<file path="src/htc_pkg.sv">
package htc_pkg;

   localparam int DEFAULT_SLOTS = 256;
   localparam int WORD_W = 64;
   localparam int HASH_SHIFT = 48;
   localparam int HASH_ROUNDS = 3;

   localparam logic ACTION_LOOKUP = 1'b0;
   localparam logic ACTION_FILL = 1'b1;

   typedef struct packed {
      logic              action;
      logic [WORD_W-1:0] table_base;
      logic [WORD_W-1:0] key;
      logic [WORD_W-1:0] fill_value;
   } op_type;

   typedef struct packed {
      logic [WORD_W-1:0] base;
      logic [WORD_W-1:0] key;
      logic [WORD_W-1:0] entry;
   } slot_type;

   // t*65521 + (t >> 48) + 1, with 65521 = 2^16 - 2^4 + 1
   function automatic logic [WORD_W-1:0] hash_round(input logic [WORD_W-1:0] t);
      logic [WORD_W-1:0] hi;
      hi = t >> HASH_SHIFT;
      return (t << 16) - (t << 4) + t + hi + WORD_W'(1);
   endfunction

endpackage

</file>
<file path="src/htc_front.sv">
module htc_front #(
   parameter int SLOTS = htc_pkg::DEFAULT_SLOTS,
   localparam int IDX_W = $clog2(SLOTS)
) (
   input  logic                clock,
   input  logic                reset,
   input  logic                enable,
   input  logic                req_tvalid,
   output logic                req_tready,
   input  logic                req_tuser,
   input  logic [191:0]        req_tdata,
   output logic                push_valid,
   output htc_pkg::op_type     push_op,
   output logic [IDX_W-1:0]    push_index,
   input  logic                queue_full
);

   localparam logic [2:0] STEP_ROUND_LAST = 3'(htc_pkg::HASH_ROUNDS - 1);
   localparam logic [2:0] STEP_RECIP = 3'(htc_pkg::HASH_ROUNDS);
   localparam logic [2:0] STEP_SUB = 3'(htc_pkg::HASH_ROUNDS + 1);
   localparam logic [2:0] STEP_PUSH = 3'(htc_pkg::HASH_ROUNDS + 2);
   localparam logic [32:0] RECIP = 33'((64'd1 << 32) / SLOTS);
   localparam logic [16:0] SLOTS_C = 17'(SLOTS);

   logic                busy_ff, busy_in;
   logic [2:0]          step_ff, step_in;
   logic [63:0]         t_ff, t_in;
   logic [15:0]         q_ff, q_in;
   logic [16:0]         r_ff, r_in;
   htc_pkg::op_type     op_ff, op_in;
   logic [15:0]         h;
   logic [48:0]         prod;
   logic [32:0]         qs;
   logic [32:0]         diff;
   logic [16:0]         reduced;
   logic                accept;

   assign req_tready = enable && !busy_ff;
   assign accept = req_tvalid && req_tready;
   assign h = t_ff[63:48];
   assign prod = 49'(h) * 49'(RECIP);
   assign qs = 33'(q_ff) * 33'(SLOTS_C);
   assign diff = 33'(h) - qs;
   assign reduced = (r_ff >= SLOTS_C) ? (r_ff - SLOTS_C) : r_ff;

   assign push_valid = busy_ff && (step_ff == STEP_PUSH);
   assign push_op = op_ff;
   assign push_index = reduced[IDX_W-1:0];

   always_comb begin
      busy_in = busy_ff;
      step_in = step_ff;
      t_in = t_ff;
      q_in = q_ff;
      r_in = r_ff;
      op_in = op_ff;
      if (accept) begin
         op_in.action = req_tuser;
         op_in.table_base = req_tdata[63:0];
         op_in.key = req_tdata[127:64];
         op_in.fill_value = req_tdata[191:128];
         t_in = req_tdata[63:0] + req_tdata[127:64] + 64'd1;
         step_in = '0;
         busy_in = 1'b1;
      end else if (busy_ff) begin
         if (step_ff <= STEP_ROUND_LAST) begin
            t_in = htc_pkg::hash_round(t_ff);
            step_in = step_ff + 3'd1;
         end else begin
            case (step_ff)
               STEP_RECIP: begin
                  q_in = prod[47:32];
                  step_in = STEP_SUB;
               end
               STEP_SUB: begin
                  r_in = diff[16:0];
                  step_in = STEP_PUSH;
               end
               STEP_PUSH: begin
                  if (!queue_full) begin
                     busy_in = 1'b0;
                  end
               end
               default: begin
                  busy_in = 1'b0;
               end
            endcase
         end
      end
   end

   always_ff @(posedge clock) begin
      if (reset) begin
         busy_ff <= 1'b0;
         step_ff <= '0;
      end else begin
         busy_ff <= busy_in;
         step_ff <= step_in;
      end
      t_ff <= t_in;
      q_ff <= q_in;
      r_ff <= r_in;
      op_ff <= op_in;
   end

endmodule

</file>
<file path="config.mk">
export PLATFORM = sky130hd
export DESIGN_NAME = htc_front
export DESIGN_NICKNAME = d
export VERILOG_FILES = /design/src/htc_pkg.sv /design/src/htc_front.sv
export SDC_FILE = /design/constraint.sdc
export NUM_CORES = 1
export LEC_CHECK = 0
export ABC_AREA = 1
export BUFFER_PORTS_ARGS = -buffer_cell sky130_fd_sc_hd__buf_2
export CAP_MARGIN = 25
export CORE_ASPECT_RATIO = 1.5
export CORE_UTILIZATION = 52
export DETAILED_ROUTE_END_ITERATION = 10
export HOLD_SLACK_MARGIN = 0.12
export PLACE_DENSITY = 0.76
export SYNTH_ARGS = -nofsm -noshare
export SYNTH_HDL_FRONTEND = slang
export SYNTH_SLANG_ARGS = --single-unit
</file>
<file path="constraint.sdc">
create_clock -name clock -period 5.6 [get_ports clock]
set_clock_uncertainty 0.2 [all_clocks]
set_input_delay 0.84 -clock clock [delete_from_list [all_inputs] [get_ports clock]]
set_output_delay 0.84 -clock clock [all_outputs]
set_load 0.03 [all_outputs]
</file>
After elaboration in Yosys (flattened, before gate mapping)
Index checks and enable logic that the tools add are counted.
{"block": "classes", "n_bitwise": 2, "add_sub_neg": 9, "reduce_logical": 13, "n_mux": 11, "n_eq_ne": 3, "order_cmp": 2}
{"op": "2-to-1 mux 64 bit", "n": 3}
{"op": "adder 64 x 1 -> 64 bit (second input constant)", "n": 2}
{"op": "adder 64 bit", "n": 2}
{"op": "adder 64 x 16 -> 64 bit", "n": 1}
{"op": "subtractor 64 bit", "n": 1}
{"op": "greater-or-equal comparator 17 x 9 -> 1 bit (second input constant)", "n": 1}
{"op": "subtractor 16 x 16 -> 17 bit", "n": 1}
{"op": "2-to-1 mux 8 bit", "n": 1}
{"op": "AND reduction 4 bit", "n": 2}
{"op": "subtractor 8 x 1 -> 8 bit (second input constant)", "n": 1}
{"op": "== test 3 bit (second input constant)", "n": 2}
{"op": "case mux 3 bit (2 select lines)", "n": 1}
{"op": "2-to-1 mux 1 bit", "n": 4}
{"op": "AND reduction 2 bit", "n": 2}
{"op": "nonzero test 2 bit", "n": 2}
{"op": "OR reduction 2 bit", "n": 2}
{"op": "adder 3 x 1 -> 3 bit (second input constant)", "n": 1}
{"op": "== test 3 x 2 -> 1 bit (second input constant)", "n": 1}
{"op": "less-or-equal comparator 3 x 2 -> 1 bit (second input constant)", "n": 1}
{"op": "logical AND 1 bit", "n": 3}
{"op": "2-to-1 mux 3 bit", "n": 1}
{"op": "nonzero test 3 bit", "n": 1}
{"op": "NOT 1 bit", "n": 2}
{"op": "case mux 1 bit (2 select lines)", "n": 1}
{"op": "logical NOT 1 bit", "n": 1}
{"block": "totals", "inputBits": 198, "out_inout_bits": 203, "ff_bits": 286}

Longest topological paths before layout
{"block": "depth", "depth_word": 7, "depth_mapped": 19, "depth_no_buf": 19}

Worst setup path after synthesis
OpenSTA, ideal clock, no wires.
{"block": "synth_timing", "path_kind": "reg-to-reg", "startpoint": "reg step_ff[0]", "endpoint": "reg t_ff[0] (enable)", "path_slack_ps": -346, "t_arrival_ps": 5172, "path_stages_with_launch": 5, "path_buffers": 0, "period_less_slack_ps": 5946, "setup_time_ps": 574, "path_cell_list": "dfxtp_1 inv_1 ha_1 o21ai_0 o21ai_0"}
{"block": "synth_between", "elab_chain_cells": 3}
{"element": "start: declaration", "line": "htc_front.sv:26", "text": "logic [2:0] step_ff, step_in;"}
{"element": "start signal: assignment", "line": "htc_front.sv:98", "text": "step_ff <= step_in;"}
{"element": "less-or-equal comparator 3 x 2 -> 1 bit", "line": "htc_front.sv:66", "text": "if (step_ff <= STEP_ROUND_LAST) begin"}
{"element": "nonzero test 2 bit (no line)"}
{"element": "AND reduction 2 bit (no line)"}
{"element": "end signal: assignment", "line": "htc_front.sv:100", "text": "t_ff <= t_in;"}
{"element": "end: declaration", "line": "htc_front.sv:27", "text": "logic [63:0] t_ff, t_in;"}
Every way passes these cells.
A chain may end at the register's enable or synchronous reset.

Worst setup path in the final report
{"block": "layout_timing", "startpoint": "reg t_ff[30]", "endpoint": "reg t_ff[55] (data pin)"}
{"block": "layout_between", "elab_chain_cells": 7}
{"element": "subtractor 64 bit", "line": "htc_pkg.sv:28", "text": "return (t << 16) - (t << 4) + t + hi + WORD_W'(1);"}
{"element": "adder 64 bit (*)", "line": "htc_pkg.sv:28"}
{"element": "adder 64 x 16 -> 64 bit (*)", "line": "htc_pkg.sv:28"}
{"element": "adder 64 x 1 -> 64 bit (*)", "line": "htc_pkg.sv:28"}
{"element": "2-to-1 mux 64 bit (*)", "line": "htc_front.sv:66"}
{"element": "2-to-1 mux 64 bit (*)", "line": "htc_front.sv:65", "text": "end else if (busy_ff) begin"}
{"element": "2-to-1 mux 64 bit (*)", "line": "htc_front.sv:57", "text": "if (accept) begin"}
{"element": "net t_in[55]", "line": "htc_front.sv:27"}
Mark *: on every way through the listed nets, which the timed path passes. The rest lies on a longest branch. The select of a mux whose other input is x is not followed.

==> out/metrics.yaml <==
fmax_ghz: 0.266
ys_seq_area_share_pct: 35.4
postCtsSetupBuffers: 0
hold_violations: 0
finalSetupViolations: 0
io_pins: 401
endpoint_kind: "register"
ctsHoldBuffers: 0
hp-class: "primary input to register"
synthTopCellsByCount: "nand2_1 (1221), inv_1 (831), edfxtp_1 (265), nor2_1 (202), ha_1 (134)"
layout-drive-gt1-share_pct: 16.0
synth-main-ff-cell: "edfxtp_1"
port_buffers: 400
ant_nets: 0
slew_headroom_pct: 39.3
crit_fanout: 5
crit_family: "simple AND/OR/NAND/NOR gates"
core_area_um2: 43100
grt-ovfl-total: 0
cts_root_buf: "clkbuf_16"
synthArstFlopShare_pct: 0
routabilityCongestion: 1.06
cpMaxStageDelayCell: "fa_1"
cts_max_level: 1
initial_core_util_pct: 52.7
required_ps: 5730
syn_to_final_growth_pct: 16.1
grt_pass1_wl_um: 115000
fp.dieW_um: 173
wirelength_um: 76300
synth_area_um2: 22700
yosysTopAreaCellShare_pct: 35.0
path_clk_slew_ps: 70
grt_max_degree: 98
die_h_um: 258
die_area_um2: 44500
critPathKind: "register to register"
vias: 21600
drt_pass1_iterations: 6
antenna_found_initial: 1
tns_ps: 0
num_rows: 93
cts.sinks: 269
synth_seq_cells: 269
rsz0062_at_grt: "no"
path_buf_inv: 3
arrival_ps: 3890
yosysTopAreaCell: "edfxtp_1"
post-synth-top-count-cell: "nand2_1"
cts_tree: "done"
critPathMaxStageDelay_ps: 510
routedWlPerCell_um: 17.7
clock_latency_ps: 580
crit_path_cell_trace: "inv_1 -> fa_1 -> inv_1 -> ha_1 -> nand2_1 -> inv_1 -> nand2_1 -> nor2_1 -> nand2_1 -> nor3_2 -> nand2_1 -> nand3_1 -> nand2_1 -> nand3_1 -> nand2_1"
slew_viol_final: 0
grt_usage_pct: 34.2
syn_inst: 3291
drc_errors: 0
yosys_warnings: 0
synth_edf_count: 265
synth_area_leaders: "edfxtp_1 (35%), nand2_1 (20%), inv_1 (14%), ha_1 (7.4%), fa_1 (5.4%)"
fill_cells: 4227
outcome: "finished clean"
postSynthAreaPerCell_um2: 6.90
crit_top_cell: "nand2_1"
viasPerCell: 5.03
drtIter0Drc: 1537
post-place-ws_ps: 1960
cts_inserted_buffers: 28
fin_nets: 4105
ys_types: 40
worstMarginPinSlew_ps: 911
cts-resized-gates: 0
grt_pass1_vias: 21200
critPathLaunchType: "register"
cts.path.max_buffers: 3
dpl.hpwl_um: 64400
post-route-min-period_ps: 3750
syn-num-nets: 3684
finalWorstSetupSlack_ps: 1850
min_period_over_period_pct: 67.0
drv_cap: 0
## layout by cell type (no fill, tap or decap), types with 3 or more instances in the layout
master	instances
a21boi_0	5
a21oi_1	118
buf_2	400
buf_4	3
bufinv_16	3
clkbuf_1	4
clkbuf_16	29
clkinv_1	9
clkinv_2	3
clkinv_4	5
dfxtp_1	4
edfxtp_1	265
fa_1	61
ha_1	134
inv_1	830
inv_2	22
nand2_1	1220
nand2_2	51
nand3_1	126
nand3_2	8
nand3b_1	21
nand4_1	20
nor2_1	202
nor2_2	39
nor2_4	6
nor3_1	17
nor3_2	8
o21ai_0	67
o21ai_1	7
o21bai_1	5
xnor2_1	3
xor2_1	16
## worst reg2reg max path, stage by stage (launching register included)
cell and delay [ps]:
edfxtp_1 470, inv_1 180, fa_1 510, inv_1 50
ha_1 360, nand2_1 100, inv_1 80, nand2_1 150
nor2_1 460, nand2_1 190, nor3_2 240, nand2_1 200
nand3_1 110, nand2_1 50, nand3_1 130, nand2_1 60
## layout make-up
class / count / area [µm²] / share of cell area, %
Clock buffer: 33 / 741 / 2.81
Antenna cell: 1 / 2.50 / 0.00949
Multi-Input combinational cell: 2149 / 11400 / 43.2
Inverter: 859 / 3230 / 12.3
Clock inverter: 18 / 201 / 0.764
Timing Repair Buffer: 405 / 2060 / 7.83
Sequential cell: 269 / 8040 / 30.5
Tap cell: 570 / 713 / 2.70
## metal layers
metal  track usage (%)  wire length (µm)
met1              37.2             27600
met2              61.9             37800
met4              23.6              5730
met5                 0                 0
met3              4.28              5180
## path summary, 6_finish.rpt
path	to	from	slack, ps	cells after the start
max	t_ff[55]	t_ff[30]	1850	15
min	busy_ff	reset	210	2
max reg2reg	t_ff[55]	t_ff[30]	1850	15
min reg2reg	step_ff[1]	step_ff[1]	310	2
## state kept, by name, summed over array words and instances (netlist names)
signal	cells
push_op	193
step_ff	3
t_ff	64
busy_ff	1
r_ff	8
## cells by family after synthesis
logic type | count (synthesis) | synth area share [%]
fa+ha+maj | 195 | 12.8
flops | 269 | 35.4
xor+xnor | 19 | 0.733
buf+inv | 873 | 14.6
simple gates | 1726 | 31.8
compound gates | 209 | 4.81
## through the flow
| step | area [µm²] | hold slack [ps] | std cells | utilization [%] |
|---|---|---|---|---|
| 4_1_cts | 26400 | 194 | 4303 | 61.2 |
| 2_1_floorplan | 22700 | 271 | 3291 | - |
| 5_1_grt | 26400 | 207 | 4304 | 61.3 |
| 3_5_place_dp | 25400 | 290 | 4252 | 59.1 |
| 3_3_place_gp | 25400 | 277 | 4252 | 59.1 |
| 6_report | 26400 | 214 | 4304 | 61.3 |
Power is not shown: default switching activity piles up to over one toggle a cycle in this logic, so the estimate is an artifact.
