[src/htc_queue.sv]
module htc_queue #(
   parameter int W = 8
) (
   input  logic         clock,
   input  logic         reset,
   input  logic         push,
   input  logic [W-1:0] push_data,
   output logic         full,
   input  logic         pop,
   output logic [W-1:0] pop_data,
   output logic         empty
);

   logic [W-1:0] mem_ff [2];
   logic         wr_ptr_ff, wr_ptr_in;
   logic         rd_ptr_ff, rd_ptr_in;
   logic [1:0]   count_ff, count_in;
   logic         do_push, do_pop;

   assign full = (count_ff == 2'd2);
   assign empty = (count_ff == 2'd0);
   assign do_push = push && !full;
   assign do_pop = pop && !empty;
   assign pop_data = mem_ff[rd_ptr_ff];

   always_comb begin
      wr_ptr_in = do_push ? !wr_ptr_ff : wr_ptr_ff;
      rd_ptr_in = do_pop ? !rd_ptr_ff : rd_ptr_ff;
      count_in = count_ff + 2'(do_push) - 2'(do_pop);
   end

   always_ff @(posedge clock) begin
      if (reset) begin
         wr_ptr_ff <= 1'b0;
         rd_ptr_ff <= 1'b0;
         count_ff <= '0;
      end else begin
         wr_ptr_ff <= wr_ptr_in;
         rd_ptr_ff <= rd_ptr_in;
         count_ff <= count_in;
      end
      if (do_push) begin
         mem_ff[wr_ptr_ff] <= push_data;
      end
   end

endmodule

[config.mk]
export PLATFORM = sky130hd
export DESIGN_NAME = htc_queue
export DESIGN_NICKNAME = d
export VERILOG_FILES = /design/src/htc_queue.sv
export SDC_FILE = /design/constraint.sdc
export NUM_CORES = 1
export LEC_CHECK = 0
export BUFFER_PORTS_ARGS = -buffer_cell sky130_fd_sc_hd__buf_2
export CELL_PAD_IN_SITES_DETAIL_PLACEMENT = 2
export CELL_PAD_IN_SITES_GLOBAL_PLACEMENT = 2
export CORE_UTILIZATION = 33
export CTS_CLUSTER_SIZE = 14
export DETAILED_ROUTE_END_ITERATION = 8
export PLACE_DENSITY = 0.78
export SYNTH_ARGS = -nofsm -noshare
export SYNTH_HDL_FRONTEND = slang
export SYNTH_SLANG_ARGS = --single-unit
[constraint.sdc]
create_clock -name clock -period 1.8 [get_ports clock]
set_clock_uncertainty 0.15 [all_clocks]
set_input_delay 0.36 -clock clock [delete_from_list [all_inputs] [get_ports clock]]
set_output_delay 0.36 -clock clock [all_outputs]
set_load 0.01 [all_outputs]
[Word-level counts from Yosys, hierarchy flattened]
Memory sizes are Yosys's and may differ from the RTL's. A register that Yosys moved wholly into a read port is not among the register bits.
Index checks and enable logic that the tools add are counted.
Cells by class
  equal/unequal tests: 1
  multiplexer cells: 4
  reductions and logical operators: 7
  $add $sub $neg: 2
Operators with widths (number)
  zero test 1 bit: 4
  two-way mux 1 bit: 4
  adder 2 x 1 -> 2 bit: 1
  == test 2 bit (second input constant): 1
  logical AND 1 bit: 2
  zero test 2 bit: 1
  subtractor 2 x 1 -> 2 bit: 1
Storage, ports and cells
  register bits: 4
  input port bits: 12
  output and inout port bits: 10
  memories kept: 1
  RAM bits: 16
Memory list
  mem_ff: words 2, width 8, rd ports 1, clocked after Yosys merged registers in 1, write ports 1, line 14  | logic [W-1:0] mem_ff [2];

[Depth between registers and ports, before layout]
Gate-level depths: netlist (run 1).
  depth in word-level cells: 5
  gate-level depth with buffers: 8

[Least setup slack after synthesis (run 1)]
OpenSTA, ideal clock, no wires.
  kind: reg-to-reg
  start point: register count_ff[1]
  end point: register count_ff[1]
  setup time: 0.078 ns
  buffers on the path: 0
  path slack: 0.176 ns
  arrival time: 1.396 ns
  cell stages (with the launch flop): 8
  required time: 1.572 ns
  cell sequence: dfxtp_1 o21a_2 ha_1 inv_1 ha_1 xor2_1 and2_1 nor3_1
On the way
  elaborated cells between the ends (all ways): 8
RTL lines
  start: declaration: line 17  | logic [1:0] count_ff, count_in;
  start signal: assignment: line 40  | count_ff <= count_in;
  zero test 2 bit: line 21  | assign empty = (count_ff == 2'd0);
  zero test 1 bit: line 23  | assign do_pop = pop && !empty;
  logical AND 1 bit: line 23
  net do_pop: line 18  | logic do_push, do_pop;
  subtractor 2 x 1 -> 2 bit: line 29  | count_in = count_ff + 2'(do_push) - 2'(do_pop);
The timed path passes the listed nets, and every way through them passes these cells.
A chain may end at the register's enable or synchronous reset.

[Final worst setup path (run 1)]
Same ends and word-level chain as after synthesis.

==> results of run 1 <==
## cell type report
| type | instances | share of cell area (%) |
|---|---|---|
| Sequential cell | 21 | 55.6 |
| Multi-Input combinational cell | 26 | 25.1 |
| Timing Repair Buffer | 24 | 12.0 |
| Tap cell | 28 | 3.31 |
| Clock buffer | 4 | 2.48 |
| Inverter | 4 | 1.42 |
## sequential cells by signal, indices dropped and copies added (netlist names), named ones only
name,flops
rd_ptr_ff,1
count_ff,2
mem_ff,16
wr_ptr_ff,1
## how the worst max path moves through the flow
stage,to,cells past startpoint
2_1_floorplan,count_ff[1],7
3_3_place_gp,count_ff[1],8
3_5_place_dp,count_ff[1],8
4_1_cts,count_ff[1],8
5_1_grt,count_ff[1],7
6_report,count_ff[1],7
## placed cells by master (no fill, tap or decap), types with 2 or more instances in the layout
cell | Yosys | final
mux2_1 | 5 | 5
dfxtp_4 | 0 | 2
inv_2 | 1 | 2
buf_4 | 0 | 3
dfxtp_1 | 5 | 2
clkbuf_4 | 0 | 3
buf_2 | 1 | 21
inv_1 | 3 | 2
mux2_2 | 3 | 3
ha_4 | 0 | 2
nor2_1 | 4 | 4
edfxtp_1 | 16 | 16
## routing by layer
metal / track usage (%) / wire length, um / up-vias / part of all wire [%]
met5: 0 / 0 / - / 0
met1: 14.9 / 657 / 239 / 42
met4: 6.76 / 16 / 0 / 1.0
met2: 21.4 / 794 / 16 / 51
met3: 4.09 / 91 / 2 / 5.8
li1: - / - / 238 / -
## where the power goes
group	switching [mW]	internal, mW
Sequential	0.0720	0.641
Clock	0.135	0.0863
Combinational	0.255	0.276
Total	0.462	1.00
## logic make-up after synthesis
| group | after synthesis |
|---|---|
| and+or+nand+nor | 11 |
| muxes | 8 |
| AOI/OAI and AO/OA | 3 |
| adders and majority gates | 2 |
| buffers and inverters | 5 |
| DFF | 21 |
| xor gates and xnor gates | 2 |
## critical path, cell delays in order, from the launching register on
cell	delay, ps
dfxtp_4	380
o21a_4	210
ha_4	250
inv_2	40
ha_4	150
xor2_2	170
and2_1	150
nor3_2	160
## metrics by stage
stage | total power [mW] | setup WS [ps] | cell area, um2 | TNS, ps | utilization, %
CTS | 1.35 | 23.6 | 976 | 0 | 43.3
global placement | 1.09 | 119 | 946 | 0 | 42.0
finish | 1.47 | 72.5 | 1060 | 0 | 47.0
global route | 1.57 | -3.34 | 1060 | -3.34 | 47.0
detailed placement | 1.12 | 46.8 | 946 | 0 | 42.0
floorplan | 0.961 | 176 | 811 | 0 | -
## timing repair
item / 4_1_cts / 5_1_grt
buffers inserted: 0 / 3
pin swaps: 0 / 7
resized for setup: 2 / 13
endpoints found under the setup margin: 8 / 1
==> metrics.txt, run 1 <==
Inst Count DP=100; Setup crit start kind=flop; Mapped Nets=66; CTS Buf Count=3; Initial Util=36.0%; Main synth FF type=edfxtp_1; hold buffer count at cts=0; Worst Tran Pin Value=346 ps; largest net degree at the start of global routing=12; die area=2660 um2; Post-Synth Adder-Cell Area=3.09%; Root Buffer Master=clkbuf_4; Via Count=495; top cells by area, synth=edfxtp_1 59%, dfxtp_1 12%, mux2_1 6.9%, mux2_2 4.2%, ha_1 3.1%; Total Routing Usage GR=13.0%; Ports=22; Worst Path Required=1880 ps; Synth Register Bits=21; n_diodes=0; Synth Area in Compound Gates=2.31%; post-DP HPWL=1.16 mm; Slew Viols, Final=0; R2R cell count=7; area delta synth->final=30.7%; Critical Path AT=1810 ps; Tightest Hold Check Type=in -> reg; fill cell count=232; Synth cell types=21; Core Rows=17; fin crit period=1730 ps; worst skew pair latency=300 ps; Routed WL=1.56 mm; post-synthesis mux area share=11.1%; post-synth top area share=59.3%; drt drc=0; antenna violations before repair=0; R2R Path End=count_ff[1]; layout cells sized above 1=54.4%; die height=51.6 um; global-route wire length before repair=2.32 mm; Synth Area in Simple Gates=7.25%; Worst VDD drop=0.000794 V; Hold Startpoint=push_data[2]; synthesized cell area=811 um2; clock-pin slew on the worst setup and hold paths=110 ps; core box area=2250 um2; Crit. Startpoint=count_ff[1]; number of global-route vias before repair=505; Post-Syn Area per Cell=15.6 um2; Via density=4.63; FFs w/ async S/R, synth=0%; Worst Hold End=mem_ff[0][2]; register area=589 um2; relative slew slack=76.9%; Leakage=0.425 nW; clock tree sinks=21; H-tree depth=1; Pre-antenna DRT Iters=2; EDFF count, synth=16; total gr overflow=0; nets=94; flop2flop setup slack=70 ps; cell with the most instances after synthesis=edfxtp_1; critical path fanouts, max=4; PwrDens=1380 nW/um2; RePlAce Congestion=0.613; drt initial violations=3; final setup fails=0; largest family of logic cells by synthesized area=multiplexers; Worst Setup End Kind=flop; Ys Warns=0; hold_ws=94.2 ps; worst flop-to-flop path startpoint=count_ff[1]; outcome=finished clean; number of port buffers=21; Fin. Hold Viols=0; Post-Synthesis Cells=52; non-filler cells, final=107; CTS tree=built; Max Freq=579 MHz; area of the multi-input gates=267 um2; max-cap violations=0; Post-synth top cells=16 x edfxtp_1, 5 x dfxtp_1, 5 x mux2_1; critical path class=reg -> reg; worst hold path depth=1; Post-Synth XOR/XNOR Area=2.16%; cell taking the most area after synthesis=edfxtp_1; wire length per cell=14.6 um; period utilization=96.0%; die width=51.6 um; CTS Buffer Depth=2; Antenna Nets Post-Route=0; sequential fraction of the synthesis area=71.6%
Power figures use the tool's default switching activity.
==> run 2, diff against run 1 <==
- BUFFER_PORTS_ARGS: -buffer_cell sky130_fd_sc_hd__buf_2 -> default
- CORE_ASPECT_RATIO: default -> 1.25
- CORE_UTILIZATION: 33 -> 39
- DONT_BUFFER_PORTS: default -> 1
- PLACE_DENSITY: 0.78 -> 0.76
- SETUP_SLACK_MARGIN: default -> 0.5
==> run 2 against run 1 <==
Highest routed layer unchanged. Critical endpoint unchanged. Clock power down 4%. Clock-buffer cell count did not move. Largest cell class unchanged. First-iteration DRC count grew to 3.7 times the previous value. Power fell by 0.35%. Utilization is 7.7 points higher. Via count shrank 8.3%. Sequential share of layout area down 0.35 points. Die area shrank 15%.
==> metrics.txt, run 2 (same netlist as run 1, synthesis figures left out) <==
Logic pwr share=35.1%; Hold Startpoint=push; most frequent cells in the layout=16 x edfxtp_1, 9 x dlygate4sd3_1, 8 x mux2_4; Via density=5.28; register area=592 um2; Final Worst Setup Slack=134 ps; relative slew slack=84.4%; max FFs per register=16; Reg power frac=50.2%; CTS Buf Count=3; number of global-route vias before repair=518; Critical Path AT=1740 ps; outcome=finished clean; Tightest Hold Check Type=in -> reg; Leakage=0.397 nW; Worst Setup End Kind=flop; largest registers=mem_ff (16), count_ff (2); switch share=31.0%; n_diodes=0; Worst path max stage delay=390 ps; Root Buffer Master=clkbuf_4; die height=53.0 um; period utilization=92.6%; die area=2270 um2; critical path class=reg -> reg; CP cell instances=o21a_4, ha_4, inv_2, ha_4, xor2_2, and2_1, nor3_2; Initial Util=41.4%; global-route wire length before repair=2.58 mm; drt initial violations=11; nets=81; Total Routing Usage GR=16.8%; Setup crit start kind=flop; final setup fails=0; pre-CTS WS=61.4 ps; area delta synth->final=32.1%; number of port buffers=0; post-DP HPWL=1.05 mm; antenna violations before repair=0; final setup TNS=0 ps; drt drc=0; Routed WL=1.59 mm; RSZ-0062 raised after global routing=yes; RePlAce Congestion=0.594; Worst VDD drop=0.000695 V; hold_ws=205 ps; die width=42.8 um; largest net degree at the start of global routing=12; max-cap violations=0; Core Rows=18; worst flop-to-flop path startpoint=count_ff[1]; Slowest-stage cell, CP=dfxtp_4; Max Freq=600 MHz; Fin. Hold Viols=0; PwrDens=1360 nW/um2; Clk pwr share=14.6%; fin crit period=1670 ps; total gr overflow=0; CTS Buffer Depth=2; layout cells sized above 1=42.4%; clock-pin slew on the worst setup and hold paths=100 ps; area of the multi-input gates=300 um2; CTS tree=built; most common cell after layout, fill and taps aside=edfxtp_1; Largest Register=mem_ff; Worst Tran Pin Value=233 ps; Antenna Nets Post-Route=0; switching power=453 uW; Crit. Startpoint=count_ff[1]; worst skew pair latency=290 ps; critical path's most frequent cell=ha_4; critical path fanouts, max=5; H-tree depth=1; core box area=1960 um2; fill cell count=172; wire length per cell=18.5 um; Ports=22; Slew Viols, Final=0; Via Count=454; Pre-antenna DRT Iters=2; clock tree sinks=21; Worst Path Required=1880 ps; Pint=1.01 mW
## run 2: cell count changes in the layout (fill, tap and decap cells not counted), sizes merged
cell	before	now
dlygate4sd3	0	9
buf	24	2
## run 2: cell type report
type	instances	area share, %
clock buffers	4	2.45
inverters	4	2.10
multi-input cells	26	28.0
flip-flops and latches	21	55.3
well taps	20	2.34
repair buffers	11	9.81
## run 2: repair_timing
action | 4_1_cts | 5_1_grt
hold buffers | 9 | 0
buffers inserted | 2 | 0
endpoints found under the setup margin | 29 | 28
endpoints found under the hold margin | 21 | 0
resized for setup | 16 | 3
## run 2: power groups by stage
stage	sequential, mW	clock [mW]	combinational [mW]
final	0.733	0.213	0.513
after floorplan	0.684	0	0.359
after global placement	0.718	0	0.367
after CTS	0.735	0.226	0.499
after global routing	0.748	0.246	0.571
after detailed placement	0.728	0	0.385
## run 2: final timing paths
| kind | end | slack [ps] | depth (start not counted) |
|---|---|---|---|
| min reg2reg | wr_ptr_ff | 360 | 2 |
| max reg2reg | count_ff[1] | 130 | 7 |
| max | count_ff[1] | 130 | 7 |
| min | wr_ptr_ff | 200 | 3 |
## run 2: worst max-delay path, delay by kind of cell, from the launching register on
kind / cells / cell delay (ps)
fa+ha+maj: 2 / 420
simple gates: 2 / 260
flops: 1 / 390
buf+inv: 1 / 40
xor+xnor: 1 / 140
compound gates: 1 / 210
## run 2: metal layers
metal / share of wire, % / wire [um] / vias to the layer above / track usage, %
li1: - / - / 210 / -
met1: 43 / 682 / 227 / 20.3
met2: 52 / 824 / 13 / 28.0
met3: 3.4 / 54 / 4 / 3.07
met4: 1.9 / 31 / 0 / 9.38
met5: 0 / 0 / - / 0
## run 2: through the flow
step | power (mW) | cell area (um2) | std cells | utilization, %
final | 1.46 | 1070 | 86 | 54.7
after global routing | 1.57 | 1070 | 86 | 54.7
after CTS | 1.46 | 1060 | 86 | 54.0
after detailed placement | 1.11 | 872 | 71 | 44.5
after global placement | 1.09 | 872 | 71 | 44.5
after floorplan | 1.04 | 855 | 52 | -
==> run 3, diff against run 2 <==
- MAX_ROUTING_LAYER: default -> met4
==> run 3 against run 2 <==
Sequential share of layout area unchanged. Critical path depth unchanged. Utilization unchanged. Sequential cell count is the same. Clock-buffer cell count unchanged.
==> metrics.txt, run 3 (same netlist as run 1, synthesis figures left out) <==
max-cap violations=0; Total Routing Usage GR=17.2%; switching power=453 uW; Routed WL=1.60 mm; clock-pin slew on the worst setup and hold paths=100 ps; Antenna Nets Post-Route=0; RePlAce Congestion=0.598; drt drc=0; CTS Buf Count=3; clock tree sinks=21; Root Buffer Master=clkbuf_4; antenna violations before repair=0; critical path fanouts, max=5; Worst path max stage delay=390 ps; Fin. Hold Viols=0; Clk pwr share=14.6%; overall power=1.46 mW; PwrDens=1360 nW/um2; hold_ws=207 ps; Pre-antenna DRT Iters=2; core box area=1960 um2; die width=42.8 um; final setup TNS=0 ps; critical path class=reg -> reg; die area=2270 um2; CTS tree=built; Worst Tran Pin Value=233 ps; switch share=31.0%; Worst Path Buf+Inv=1; outcome=finished clean; Reg power frac=50.2%; CTS Buffer Depth=2; relative slew slack=84.4%; Leakage=0.397 nW; period utilization=92.6%; largest net degree at the start of global routing=12; most common cell after layout, fill and taps aside=edfxtp_1; drt initial violations=11; Via Count=453; Via density=5.27; Largest Register=mem_ff; final setup fails=0; wire length per cell=18.6 um; post-place instance area=872 um2; number of global-route vias before repair=520; area delta synth->final=32.1%; most frequent cells in the layout=16 x edfxtp_1, 9 x dlygate4sd3_1, 8 x mux2_4; total gr overflow=0; Worst Path Required=1880 ps; number of port buffers=0; Initial Util=41.4%; Worst Setup End Kind=flop; Worst path top cell family by delay=adder cells; H-tree depth=1; Setup crit start kind=flop; Core Rows=18; critical path's most frequent cell=ha_4; global-route wire length before repair=2.57 mm; fin crit period=1670 ps; Critical Path AT=1740 ps; CP cell instances=o21a_4, ha_4, inv_2, ha_4, xor2_2, and2_1, nor3_2; layout cells sized above 1=42.4%; worst skew pair latency=290 ps; die height=53.0 um; largest registers=mem_ff (16), count_ff (2); post-DP HPWL=1.05 mm; Slowest-stage cell, CP=dfxtp_4; Ports=22; Pint=1.01 mW; Slew Viols, Final=0; nets=81; Max Freq=600 MHz; n_diodes=0; max FFs per register=16; Worst VDD drop=0.000695 V; cell area after layout=1070 um2; Tightest Hold Check Type=in -> reg; RSZ-0062 raised after global routing=yes; Logic pwr share=35.1%
## run 3: repair_timing
| item | CTS | global route |
|---|---|---|
| setup endpoints to repair | 29 | 28 |
| gates resized for setup | 16 | 3 |
| hold buffers | 9 | 0 |
| buffers inserted | 2 | 0 |
| cloned | 0 | 0 |
| pin swaps | 0 | 0 |
| endpoints found under the hold margin | 21 | 0 |
## run 3: metal layers
layer,GRT usage [%],part of all wire [%],up-vias,wire [um]
met2,28.0,52,13,824
li1,-,-,210,-
met5,-,0,-,0
met3,3.41,3.6,4,57
met4,9.38,1.9,0,31
met1,19.9,43,226,682
## run 3: layout make-up
cell class | count | area (um2)
Inverter | 4 | 22.5
Multi-Input combinational cell | 26 | 300
Timing Repair Buffer | 11 | 105
Fill cell | 172 | 888
Tap cell | 20 | 25.0
Clock buffer | 4 | 26.3
Sequential cell | 21 | 592
## run 3: final timing paths
kind               start          end  slack [ps]  depth (start not counted)
max          count_ff[1]  count_ff[1]         130                          7
min                 push    wr_ptr_ff         210                          3
max reg2reg  count_ff[1]  count_ff[1]         130                          7
min reg2reg    wr_ptr_ff    wr_ptr_ff         360                          2
## run 3: metrics by stage
stage               setup WS [ps]  util (%)  cells
CTS                           117      54.0     86
detailed placement           61.4      44.5     71
finish                        134      54.7     86
global route                 55.3      54.7     86
floorplan                     200         -     52
global placement              157      44.5     71
## run 3: power groups by stage
stage | clock [mW] | sequential (mW) | combinational, mW
after global placement | 0 | 0.718 | 0.367
after floorplan | 0 | 0.684 | 0.359
after global routing | 0.246 | 0.748 | 0.571
final | 0.213 | 0.734 | 0.513
after detailed placement | 0 | 0.728 | 0.385
after CTS | 0.226 | 0.735 | 0.499
## run 3: worst register-to-register path: cells and delay by family, from the launching register on
family | cells | cell delay [ps]
and+or+nand+nor | 2 | 260
buffers and inverters | 1 | 40
DFF | 1 | 390
xor gates and xnor gates | 1 | 140
adders and majority gates | 2 | 420
AOI/OAI and AO/OA | 1 | 210
